**config.mk**
```make
export PLATFORM = sky130hd
export DESIGN_NAME = presence_bitmap_field_locator_top
export DESIGN_NICKNAME = d
export VERILOG_FILES = /design/src/pbfl_pkg.sv /design/src/presence_bitmap_field_locator_top.sv /design/src/pbfl_front.sv /design/src/pbfl_queue.sv /design/src/pbfl_back.sv
export SDC_FILE = /design/constraint.sdc
export NUM_CORES = 1
export LEC_CHECK = 0
export BUFFER_PORTS_ARGS = -buffer_cell sky130_fd_sc_hd__buf_2
export CAP_MARGIN = 20
export CORE_UTILIZATION = 30
export CTS_BUF_LIST = sky130_fd_sc_hd__clkbuf_2
export CTS_CLUSTER_DIAMETER = 200
export DETAILED_ROUTE_END_ITERATION = 12
export PLACE_DENSITY = 0.43
export SYNTH_ARGS = -nofsm -noshare
export SYNTH_HDL_FRONTEND = slang
export SYNTH_HIERARCHICAL = 1
export SYNTH_SLANG_ARGS = --single-unit
```
**constraint.sdc**
```tcl
create_clock -name clk -period 7.9 [get_ports clk]
set_input_delay 1.58 -clock clk [delete_from_list [all_inputs] [get_ports clk]]
set_output_delay 1.58 -clock clk [all_outputs]
set_load 0.02 [all_outputs]
```
**src/pbfl_pkg.sv**
```systemverilog
// Shared types and constants of the presence bitmap field locator.
`default_nettype none

package pbfl_pkg;

    localparam int HEADER_BYTES = 8;
    localparam int SLOTS_PER_BYTE = 7;
    localparam int BASE_IN_W = 48;
    localparam int QDEPTH = 4;

    localparam logic [1:0] ST_FOUND = 2'd0;
    localparam logic [1:0] ST_ABSENT = 2'd1;
    localparam logic [1:0] ST_OOB = 2'd2;

    // word kinds tagged by the front
    localparam logic [1:0] K_START = 2'd0;  // first header byte, carries the base
    localparam logic [1:0] K_HEADER = 2'd1; // header byte that ends the buffer
    localparam logic [1:0] K_HDR_END = 2'd2; // eighth header byte
    localparam logic [1:0] K_BODY = 2'd3;   // bitmap, table or offset byte

    typedef struct packed {
        logic [1:0]           kind;
        logic                 last;
        logic [7:0]           data;
        logic [BASE_IN_W-1:0] base;
    } item_t;

endpackage

`default_nettype wire

```
**src/presence_bitmap_field_locator_top.sv**
```systemverilog
// m_tvalid is registered: a word's deciding byte goes through the queue, then the output register.
// Throughput: one input word per cycle; the back end walks one byte per cycle from a
// four-word queue, so the input stalls only when the output is held off.
// Reset (rst_n low, asynchronous): no object in progress, queue and output empty,
// target_slot cleared to 0.
`default_nettype none

module presence_bitmap_field_locator_top
    import pbfl_pkg::*;
#(
    parameter int ADDR_WIDTH = 48
)
(
    input  wire logic                 clk,
    input  wire logic                 rst_n,
    input  wire logic                 cfg_wr_en,
    input  wire logic [15:0]          cfg_wr_data,  // target_slot
    input  wire logic                 s_tvalid,
    output logic                      s_tready,
    input  wire logic [55:0]          s_tdata,      // data_byte[7:0], object_base[55:8]
    input  wire logic                 s_tuser,      // object_start
    input  wire logic                 s_tlast,      // buffer_end
    output logic                      m_tvalid,
    input  wire logic                 m_tready,
    output logic [((ADDR_WIDTH+24)/8)*8-1:0] m_tdata, // relative_offset, field_address
    output logic [1:0]                m_tuser       // status
);

    localparam int OUT_W = ((ADDR_WIDTH + 24) / 8) * 8;

    logic                push;
    item_t               push_item;
    logic                q_ready;
    logic                q_valid;
    item_t               q_head;
    logic                q_pop;
    logic [15:0]         out_rel;
    logic [ADDR_WIDTH:0] out_addr;

    pbfl_front u_front (
        .clk       (clk),
        .rst_n     (rst_n),
        .s_tvalid  (s_tvalid),
        .s_tready  (s_tready),
        .s_tdata   (s_tdata),
        .s_tuser   (s_tuser),
        .s_tlast   (s_tlast),
        .push      (push),
        .push_item (push_item),
        .q_ready   (q_ready)
    );

    pbfl_queue u_queue (
        .clk       (clk),
        .rst_n     (rst_n),
        .push      (push),
        .push_item (push_item),
        .ready     (q_ready),
        .valid     (q_valid),
        .head      (q_head),
        .pop       (q_pop)
    );

    pbfl_back #(
        .ADDR_WIDTH (ADDR_WIDTH)
    ) u_back (
        .clk         (clk),
        .rst_n       (rst_n),
        .cfg_wr_en   (cfg_wr_en),
        .cfg_wr_data (cfg_wr_data),
        .q_valid     (q_valid),
        .q_head      (q_head),
        .q_pop       (q_pop),
        .m_tvalid    (m_tvalid),
        .m_tready    (m_tready),
        .out_status  (m_tuser),
        .out_rel     (out_rel),
        .out_addr    (out_addr)
    );

    assign m_tdata = OUT_W'({out_addr, out_rel});

endmodule

`default_nettype wire

```
**src/pbfl_front.sv**
```systemverilog
// Front end: accepts input words, tracks the object header and tags each word.
`default_nettype none

module pbfl_front
    import pbfl_pkg::*;
(
    input  wire logic        clk,
    input  wire logic        rst_n,
    input  wire logic        s_tvalid,
    output logic             s_tready,
    input  wire logic [55:0] s_tdata,   // data_byte[7:0], object_base[55:8]
    input  wire logic        s_tuser,   // object_start
    input  wire logic        s_tlast,   // buffer_end
    output logic             push,
    output item_t            push_item,
    input  wire logic        q_ready
);

    logic       active_reg, active_next;
    logic [2:0] cnt_reg, cnt_next;
    logic       fire;

    assign s_tready = q_ready;
    assign fire = s_tvalid && q_ready;

    always_comb
    begin
        active_next = active_reg;
        cnt_next = cnt_reg;
        push = 1'b0;
        push_item.kind = K_BODY;
        push_item.last = s_tlast;
        push_item.data = s_tdata[7:0];
        push_item.base = s_tdata[55:8];
        if (fire)
        begin
            if (s_tuser)
            begin
                active_next = 1'b1;
                cnt_next = 3'd1;
                push = 1'b1;
                push_item.kind = K_START;
            end
            else if (active_reg)
            begin
                cnt_next = cnt_reg + 3'd1;
                if (cnt_reg == 3'(HEADER_BYTES - 1))
                begin
                    active_next = 1'b0;
                    push = 1'b1;
                    push_item.kind = K_HDR_END;
                end
                else if (s_tlast)
                begin
                    // header cut short by the buffer end
                    active_next = 1'b0;
                    push = 1'b1;
                    push_item.kind = K_HEADER;
                end
                // other header bytes carry nothing the back end needs
            end
            else
            begin
                push = 1'b1;
            end
        end
    end

    always_ff @(posedge clk or negedge rst_n)
    begin
        if (!rst_n)
        begin
            active_reg <= 1'b0;
            cnt_reg <= 3'd0;
        end
        else
        begin
            active_reg <= active_next;
            cnt_reg <= cnt_next;
        end
    end

endmodule

`default_nettype wire

```
**src/pbfl_queue.sv**
```systemverilog
// Small register FIFO between the front and back ends.
`default_nettype none

module pbfl_queue
    import pbfl_pkg::*;
(
    input  wire logic  clk,
    input  wire logic  rst_n,
    input  wire logic  push,
    input  item_t      push_item,
    output logic       ready,
    output logic       valid,
    output item_t      head,
    input  wire logic  pop
);

    localparam int PW = $clog2(QDEPTH);

    item_t         mem_reg [QDEPTH];
    logic [PW-1:0] wr_reg, rd_reg;
    logic [PW:0]   cnt_reg;
    logic          do_push, do_pop;

    assign ready = cnt_reg < (PW+1)'(QDEPTH);
    assign valid = cnt_reg != '0;
    assign head = mem_reg[rd_reg];
    assign do_push = push && ready;
    assign do_pop = pop && valid;

    always_ff @(posedge clk or negedge rst_n)
    begin
        if (!rst_n)
        begin
            wr_reg <= '0;
            rd_reg <= '0;
            cnt_reg <= '0;
        end
        else
        begin
            if (do_push)
                wr_reg <= wr_reg + PW'(1);
            if (do_pop)
                rd_reg <= rd_reg + PW'(1);
            if (do_push && !do_pop)
                cnt_reg <= cnt_reg + (PW+1)'(1);
            else if (do_pop && !do_push)
                cnt_reg <= cnt_reg - (PW+1)'(1);
        end
    end

    always_ff @(posedge clk)
    begin
        if (do_push)
            mem_reg[wr_reg] <= push_item;
    end

endmodule

`default_nettype wire

```
**src/pbfl_back.sv**
```systemverilog
// Back end: walks the bitmap and offset table and registers the result word.
`default_nettype none

module pbfl_back
    import pbfl_pkg::*;
#(
    parameter int ADDR_WIDTH = 48
)
(
    input  wire logic                  clk,
    input  wire logic                  rst_n,
    input  wire logic                  cfg_wr_en,
    input  wire logic [15:0]           cfg_wr_data,
    input  wire logic                  q_valid,
    input  item_t                      q_head,
    output logic                       q_pop,
    output logic                       m_tvalid,
    input  wire logic                  m_tready,
    output logic [1:0]                 out_status,
    output logic [15:0]                out_rel,
    output logic [ADDR_WIDTH:0]        out_addr
);

    localparam logic [2:0] PH_IDLE = 3'd0;
    localparam logic [2:0] PH_HEADER = 3'd1;
    localparam logic [2:0] PH_BITMAP = 3'd2;
    localparam logic [2:0] PH_TAIL = 3'd3;
    localparam logic [2:0] PH_SKIP = 3'd4;
    localparam logic [2:0] PH_OFF_LO = 3'd5;
    localparam logic [2:0] PH_OFF_HI = 3'd6;

    logic [15:0]           target_reg;
    logic [2:0]            phase_reg, phase_next;
    logic [16:0]           slot_reg, slot_next;
    logic [15:0]           present_reg, present_next;
    logic [16:0]           skip_reg, skip_next;
    logic [7:0]            lo_reg, lo_next;
    logic [ADDR_WIDTH-1:0] base_reg, base_next;

    logic                  out_valid_reg;
    logic [1:0]            out_status_reg;
    logic [15:0]           out_rel_reg;
    logic [ADDR_WIDTH:0]   out_addr_reg;

    logic                  advance;
    logic                  emit;
    logic [1:0]            emit_status;
    logic [15:0]           emit_rel;
    logic [2:0]            ph;

    // bitmap byte decode
    logic [16:0]           tgt;
    logic [16:0]           gap;
    logic                  reached;
    logic                  in_byte;
    logic [6:0]            below;
    logic [2:0]            below_cnt;
    logic [15:0]           present_upd;
    logic [16:0]           table_bytes;

    assign advance = q_valid && (!out_valid_reg || m_tready);
    assign q_pop = advance;

    assign tgt = {1'b0, target_reg};
    assign reached = slot_reg <= tgt;
    assign gap = tgt - slot_reg;
    assign in_byte = reached && (gap < 17'(SLOTS_PER_BYTE));

    always_comb
    begin
        below_cnt = 3'd0;
        for (int b = 0; b < SLOTS_PER_BYTE; b++)
        begin
            below[b] = reached && (gap > 17'(b)) && q_head.data[b];
            below_cnt = below_cnt + 3'(below[b]);
        end
    end

    assign present_upd = present_reg + 16'(below_cnt);
    assign table_bytes = {present_upd, 1'b0};

    always_comb
    begin
        phase_next = phase_reg;
        slot_next = slot_reg;
        present_next = present_reg;
        skip_next = skip_reg;
        lo_next = lo_reg;
        base_next = base_reg;
        emit = 1'b0;
        emit_status = ST_ABSENT;
        emit_rel = 16'd0;
        ph = phase_reg;
        if (advance)
        begin
            if (q_head.kind == K_START)
            begin
                ph = PH_HEADER;
                phase_next = PH_HEADER;
                base_next = ADDR_WIDTH'(q_head.base);
                slot_next = '0;
                present_next = '0;
                skip_next = '0;
                lo_next = '0;
            end
            unique case (ph)
                PH_IDLE:
                begin
                end
                PH_HEADER:
                begin
                    if (q_head.kind == K_HDR_END)
                        phase_next = PH_BITMAP;
                end
                PH_BITMAP:
                begin
                    slot_next = slot_reg + 17'(SLOTS_PER_BYTE);
                    present_next = present_upd;
                    if (in_byte && !q_head.data[gap[2:0]])
                    begin
                        emit = 1'b1;
                        emit_status = ST_ABSENT;
                    end
                    else if (in_byte)
                    begin
                        if (q_head.data[7])
                            phase_next = PH_TAIL;
                        else
                        begin
                            skip_next = table_bytes;
                            phase_next = (table_bytes == '0) ? PH_OFF_LO : PH_SKIP;
                        end
                    end
                    else if (!q_head.data[7])
                    begin
                        emit = 1'b1;
                        emit_status = ST_ABSENT;
                    end
                end
                PH_TAIL:
                begin
                    if (!q_head.data[7])
                    begin
                        skip_next = {present_reg, 1'b0};
                        phase_next = (present_reg == '0) ? PH_OFF_LO : PH_SKIP;
                    end
                end
                PH_SKIP:
                begin
                    skip_next = skip_reg - 17'd1;
                    if (skip_reg == 17'd1)
                        phase_next = PH_OFF_LO;
                end
                PH_OFF_LO:
                begin
                    lo_next = q_head.data;
                    phase_next = PH_OFF_HI;
                end
                PH_OFF_HI:
                begin
                    emit = 1'b1;
                    emit_status = ST_FOUND;
                    emit_rel = {q_head.data, lo_reg};
                end
                default:
                begin
                    phase_next = PH_IDLE;
                end
            endcase
            // buffer end leaves an unresolved object out of bounds
            if (!emit && q_head.last && ph != PH_IDLE && ph <= PH_OFF_HI)
            begin
                emit = 1'b1;
                emit_status = ST_OOB;
            end
            if (emit)
                phase_next = PH_IDLE;
        end
    end

    always_ff @(posedge clk or negedge rst_n)
    begin
        if (!rst_n)
        begin
            target_reg <= 16'd0;
            phase_reg <= PH_IDLE;
            slot_reg <= '0;
            present_reg <= '0;
            skip_reg <= '0;
            lo_reg <= '0;
            base_reg <= '0;
            out_valid_reg <= 1'b0;
        end
        else
        begin
            if (cfg_wr_en)
                target_reg <= cfg_wr_data;
            phase_reg <= phase_next;
            slot_reg <= slot_next;
            present_reg <= present_next;
            skip_reg <= skip_next;
            lo_reg <= lo_next;
            base_reg <= base_next;
            if (emit)
                out_valid_reg <= 1'b1;
            else if (m_tready)
                out_valid_reg <= 1'b0;
        end
    end

    always_ff @(posedge clk)
    begin
        if (emit)
        begin
            out_status_reg <= emit_status;
            out_rel_reg <= emit_rel;
            if (emit_status == ST_FOUND)
                out_addr_reg <= (ADDR_WIDTH+1)'(base_reg) + (ADDR_WIDTH+1)'(emit_rel);
            else
                out_addr_reg <= '0;
        end
    end

    assign m_tvalid = out_valid_reg;
    assign out_status = out_status_reg;
    assign out_rel = out_rel_reg;
    assign out_addr = out_addr_reg;

endmodule

`default_nettype wire

```
==> qor.txt <==
r2r setup slk: 0.68 ns
Max clock buf depth: 3
Die H: 269.5 microns
CP Data Required Time: 8.92 ns
Resized Gates After CTS: 0
FF+latch area: 12,530 sq um
Num CTS Buffers: 119
clock root cell: clkbuf_2
Cells after Synth: 1,750
Hold Crit Depth: 1
reg2reg path depth: 29
Tcrit/Tclk final: 91.39%
Hold WC Path Type: register to register
vias per inst: 4.877
area leader, netlist: edfxtp_1
critical path capture point type: register
Worst Tran Pin Value: 1.028 ns
EDFF count, synth: 303
ANT nets after route: 0
Fill cells: 7,182
worst clock skew: 0.1299 ns
GRT overflow: 0
post-route setup TNS: 0 ns
Fin Hold WS: 0.4919 ns
IO Port Bufs: 147
worst IR drop on VDD: 135.5 uV
CP max FO: 7
Die Wd: 269.5 microns
RR Startpoint: u_back/slot_reg[0]$_DFFE_PN0P_
Arr. time, crit path: 8.24 ns
Final Max Tran Viols: 0
CTS tree: built
Tmin final: 7.220 ns
Netlist cell types: 91
# setup viols final: 0
fin cells: 2,957
RSZ-0062 raised after global routing: false
Synth area leaders: edfxtp_1 (42%), dfrtp_1 (16%), mux4_2 (6.3%)
# nets final: 2,041
placed cells: 2,725
DRT iter0 DRCs: 999
Crit Path Class: register to register
largest net degree at the start of global routing: 94
share of cells above drive strength 1: 23.80%
Site Rows: 97
Hold Crit Endpoint: u_front/cnt_reg[0]$_DFFE_PN0P_
Lkg Pwr: 9.304 nW
Fmax: 138.5 MHz
ys flop type: edfxtp_1
Seq/Total Area, Yosys: 58.36%
design area: 23,900 sq um
Sink Count: 440
worst skew pair latency: 1.17 ns
WL/cell: 19.60 microns
max incr delay on CP: 0.50 ns
# IOs: 155
Worst-path clk slew: 0.09 ns
Yosys Warn Count: 6
RR Endpoint: u_back/phase_reg[0]$_DFFE_PN0P_
Area Growth Syn to Fin: 11.34%
Hold Buf Count CTS: 0
Synth top area share: 42.39%
initial antenna violation count: 16
Critical Path Source Type: register
vias after detailed routing: 14,420
global-route wire length before repair: 89,020 microns
vias in the first global route: 14,650
Async SR Flop Fraction: 31.14%
synthesized area per cell: 12.27 sq um
Placement Cell Area: 22,730 sq um
total setup buffers inserted after CTS: 0
outcome: complete, no violations
CTS H-tree lvls: 3
final WL: 57,960 microns
area of the multi-input gates: 7896 sq um
final hold violation count: 0
Synth Cell Area: 21,460 sq um
register bit total from synthesis: 440
core area: 70,390 sq um
Hold Startpoint: u_front/cnt_reg[0]$_DFFE_PN0P_
max FFs per register: 236
cell repeated most along the worst path: fa_1
Tot GR Track Use: 15.93%
final RePlAce weighted congestion: 0.8557
Max Cap Viol: 0
total die area: 72,620 sq um
CP max stage cell: fa_1
Max transition margin: 31.44%
iteration count of the initial detailed-routing pass: 6
DPL Wire Length: 37,960 microns
DRC: 0
total power: 8.374 mW
Starting Density: 30.49%
Pwr Density: 350.4 nW/um^2
==> metrics by stage <==
| step | setup slack [ns] | utilization [%] |
|---|---|---|
| global placement | 0.7062 | 32.29 |
| CTS | 0.6300 | 33.94 |
| floorplan | 1.309 | - |
| detailed placement | 0.6470 | 32.29 |
| global route | 0.05385 | 33.95 |
| finish | 0.6801 | 33.95 |
==> how the worst max path moves through the flow <==
stage	startpoint	to	cells past startpoint
finish	u_back/slot_reg[0]$_DFFE_PN0P_	u_back/phase_reg[0]$_DFFE_PN0P_	29
global route	u_back/slot_reg[0]$_DFFE_PN0P_	u_back/phase_reg[0]$_DFFE_PN0P_	29
CTS	u_back/slot_reg[0]$_DFFE_PN0P_	u_back/phase_reg[0]$_DFFE_PN0P_	29
detailed placement	u_back/slot_reg[0]$_DFFE_PN0P_	u_back/phase_reg[0]$_DFFE_PN0P_	29
global placement	u_back/slot_reg[0]$_DFFE_PN0P_	u_back/phase_reg[0]$_DFFE_PN0P_	29
floorplan	u_back/slot_reg[0]$_DFFE_PN0P_	u_back/phase_reg[0]$_DFFE_PN0P_	29
==> worst max-delay path, delay by kind of cell, from the launching register on <==
| kind | cells | cell delay (ns) |
|---|---|---|
| buffers and inverters | 3 | 0.17 |
| AND/OR/NAND/NOR | 8 | 1.72 |
| AO/OA/AOI/OAI | 10 | 1.94 |
| adder cells (fa/ha/maj) | 7 | 2.63 |
| flip-flops | 1 | 0.43 |
| XOR/XNOR | 1 | 0.27 |
==> final cells by class <==
| type | count | share of cell area [%] |
|---|---|---|
| Antenna cell | 4 | 0.04188 |
| Clock buffer | 180 | 3.769 |
| Clock inverter | 48 | 1.084 |
| Inverter | 54 | 0.8481 |
| Multi-Input combinational cell | 1120 | 33.04 |
| Sequential cell | 440 | 52.44 |
| Tap cell | 940 | 4.921 |
| Timing Repair Buffer | 171 | 3.858 |
==> per-layer routing <==
layer  GRT usage [%]  wire length [microns]
met2           26.31                  27960
met3           4.462                   3575
met5               0                     80
met1           20.25                  25120
met4           4.680                   1216
==> cells in the mapped netlist, types with 5 or more instances <==
library cell  instances
inv_1                54
mux2i_1               7
fa_1                  7
nand3b_1              5
nor3_1               26
a21oi_1              52
xnor2_1              35
nand4_1              18
a21o_1               16
o21ai_0              82
o211ai_1             16
buf_2                 8
and2_1               24
nor4_1               12
mux2_2               17
o21ai_1               6
buf_4                65
nor3b_1               5
o2111ai_1             5
nor2_1              118
a211oi_1              5
a221oi_1              8
a31oi_1              13
a22oi_1               5
clkbuf_1             54
o21a_1               12
nor2b_1              10
buf_12                6
nand2b_1              8
dfrtp_1             137
buf_1                 7
or3_1                 7
and3_1               19
xor2_1               49
ha_1                 49
nand3_1              54
o31ai_1               5
edfxtp_1            303
nor4b_1               5
mux4_2               60
nand2_1             271
a221o_1               5
and4_1                6
==> where the power goes <==
group          leakage, nW  total, mW  internal, mW  switching [mW]
Combinational         3.91       3.19          1.19            2.00
Clock                0.877       1.67         0.665            1.01
Sequential            4.51       3.51          3.06           0.450
==> cell usage in the layout (no fill, tap or decap), types with 7 or more instances in the layout <==
master / netlist / routed
a21o_1: 16 / 16
a21oi_1: 52 / 52
a221oi_1: 8 / 8
a31oi_1: 13 / 13
and2_1: 24 / 20
and3_1: 19 / 19
buf_2: 8 / 146
buf_4: 65 / 24
clkbuf_2: 0 / 180
clkinv_1: 0 / 33
clkinv_2: 0 / 8
conb_1: 1 / 7
dfrtp_1: 137 / 135
edfxtp_1: 303 / 303
fa_1: 7 / 7
ha_1: 49 / 49
inv_1: 54 / 54
mux2_2: 17 / 17
mux2i_1: 7 / 7
mux4_2: 60 / 60
nand2_1: 271 / 270
nand2b_1: 8 / 8
nand3_1: 54 / 54
nand4_1: 18 / 18
nor2_1: 118 / 116
nor2b_1: 10 / 10
nor3_1: 26 / 25
nor4_1: 12 / 12
o211ai_1: 16 / 16
o21a_1: 12 / 12
o21ai_0: 82 / 82
xnor2_1: 35 / 35
xor2_1: 49 / 49
==> kinds of logic after synthesis <==
family	synth area share, %
other	0.01747
XOR/XNOR	3.428
AND/OR/NAND/NOR	13.30
multiplexers	7.636
AO/OA/AOI/OAI	8.616
buffers and inverters	5.136
flip-flops	58.36
adder cells (fa/ha/maj)	3.509
Note: power is estimated with default switching activity, not from simulation.
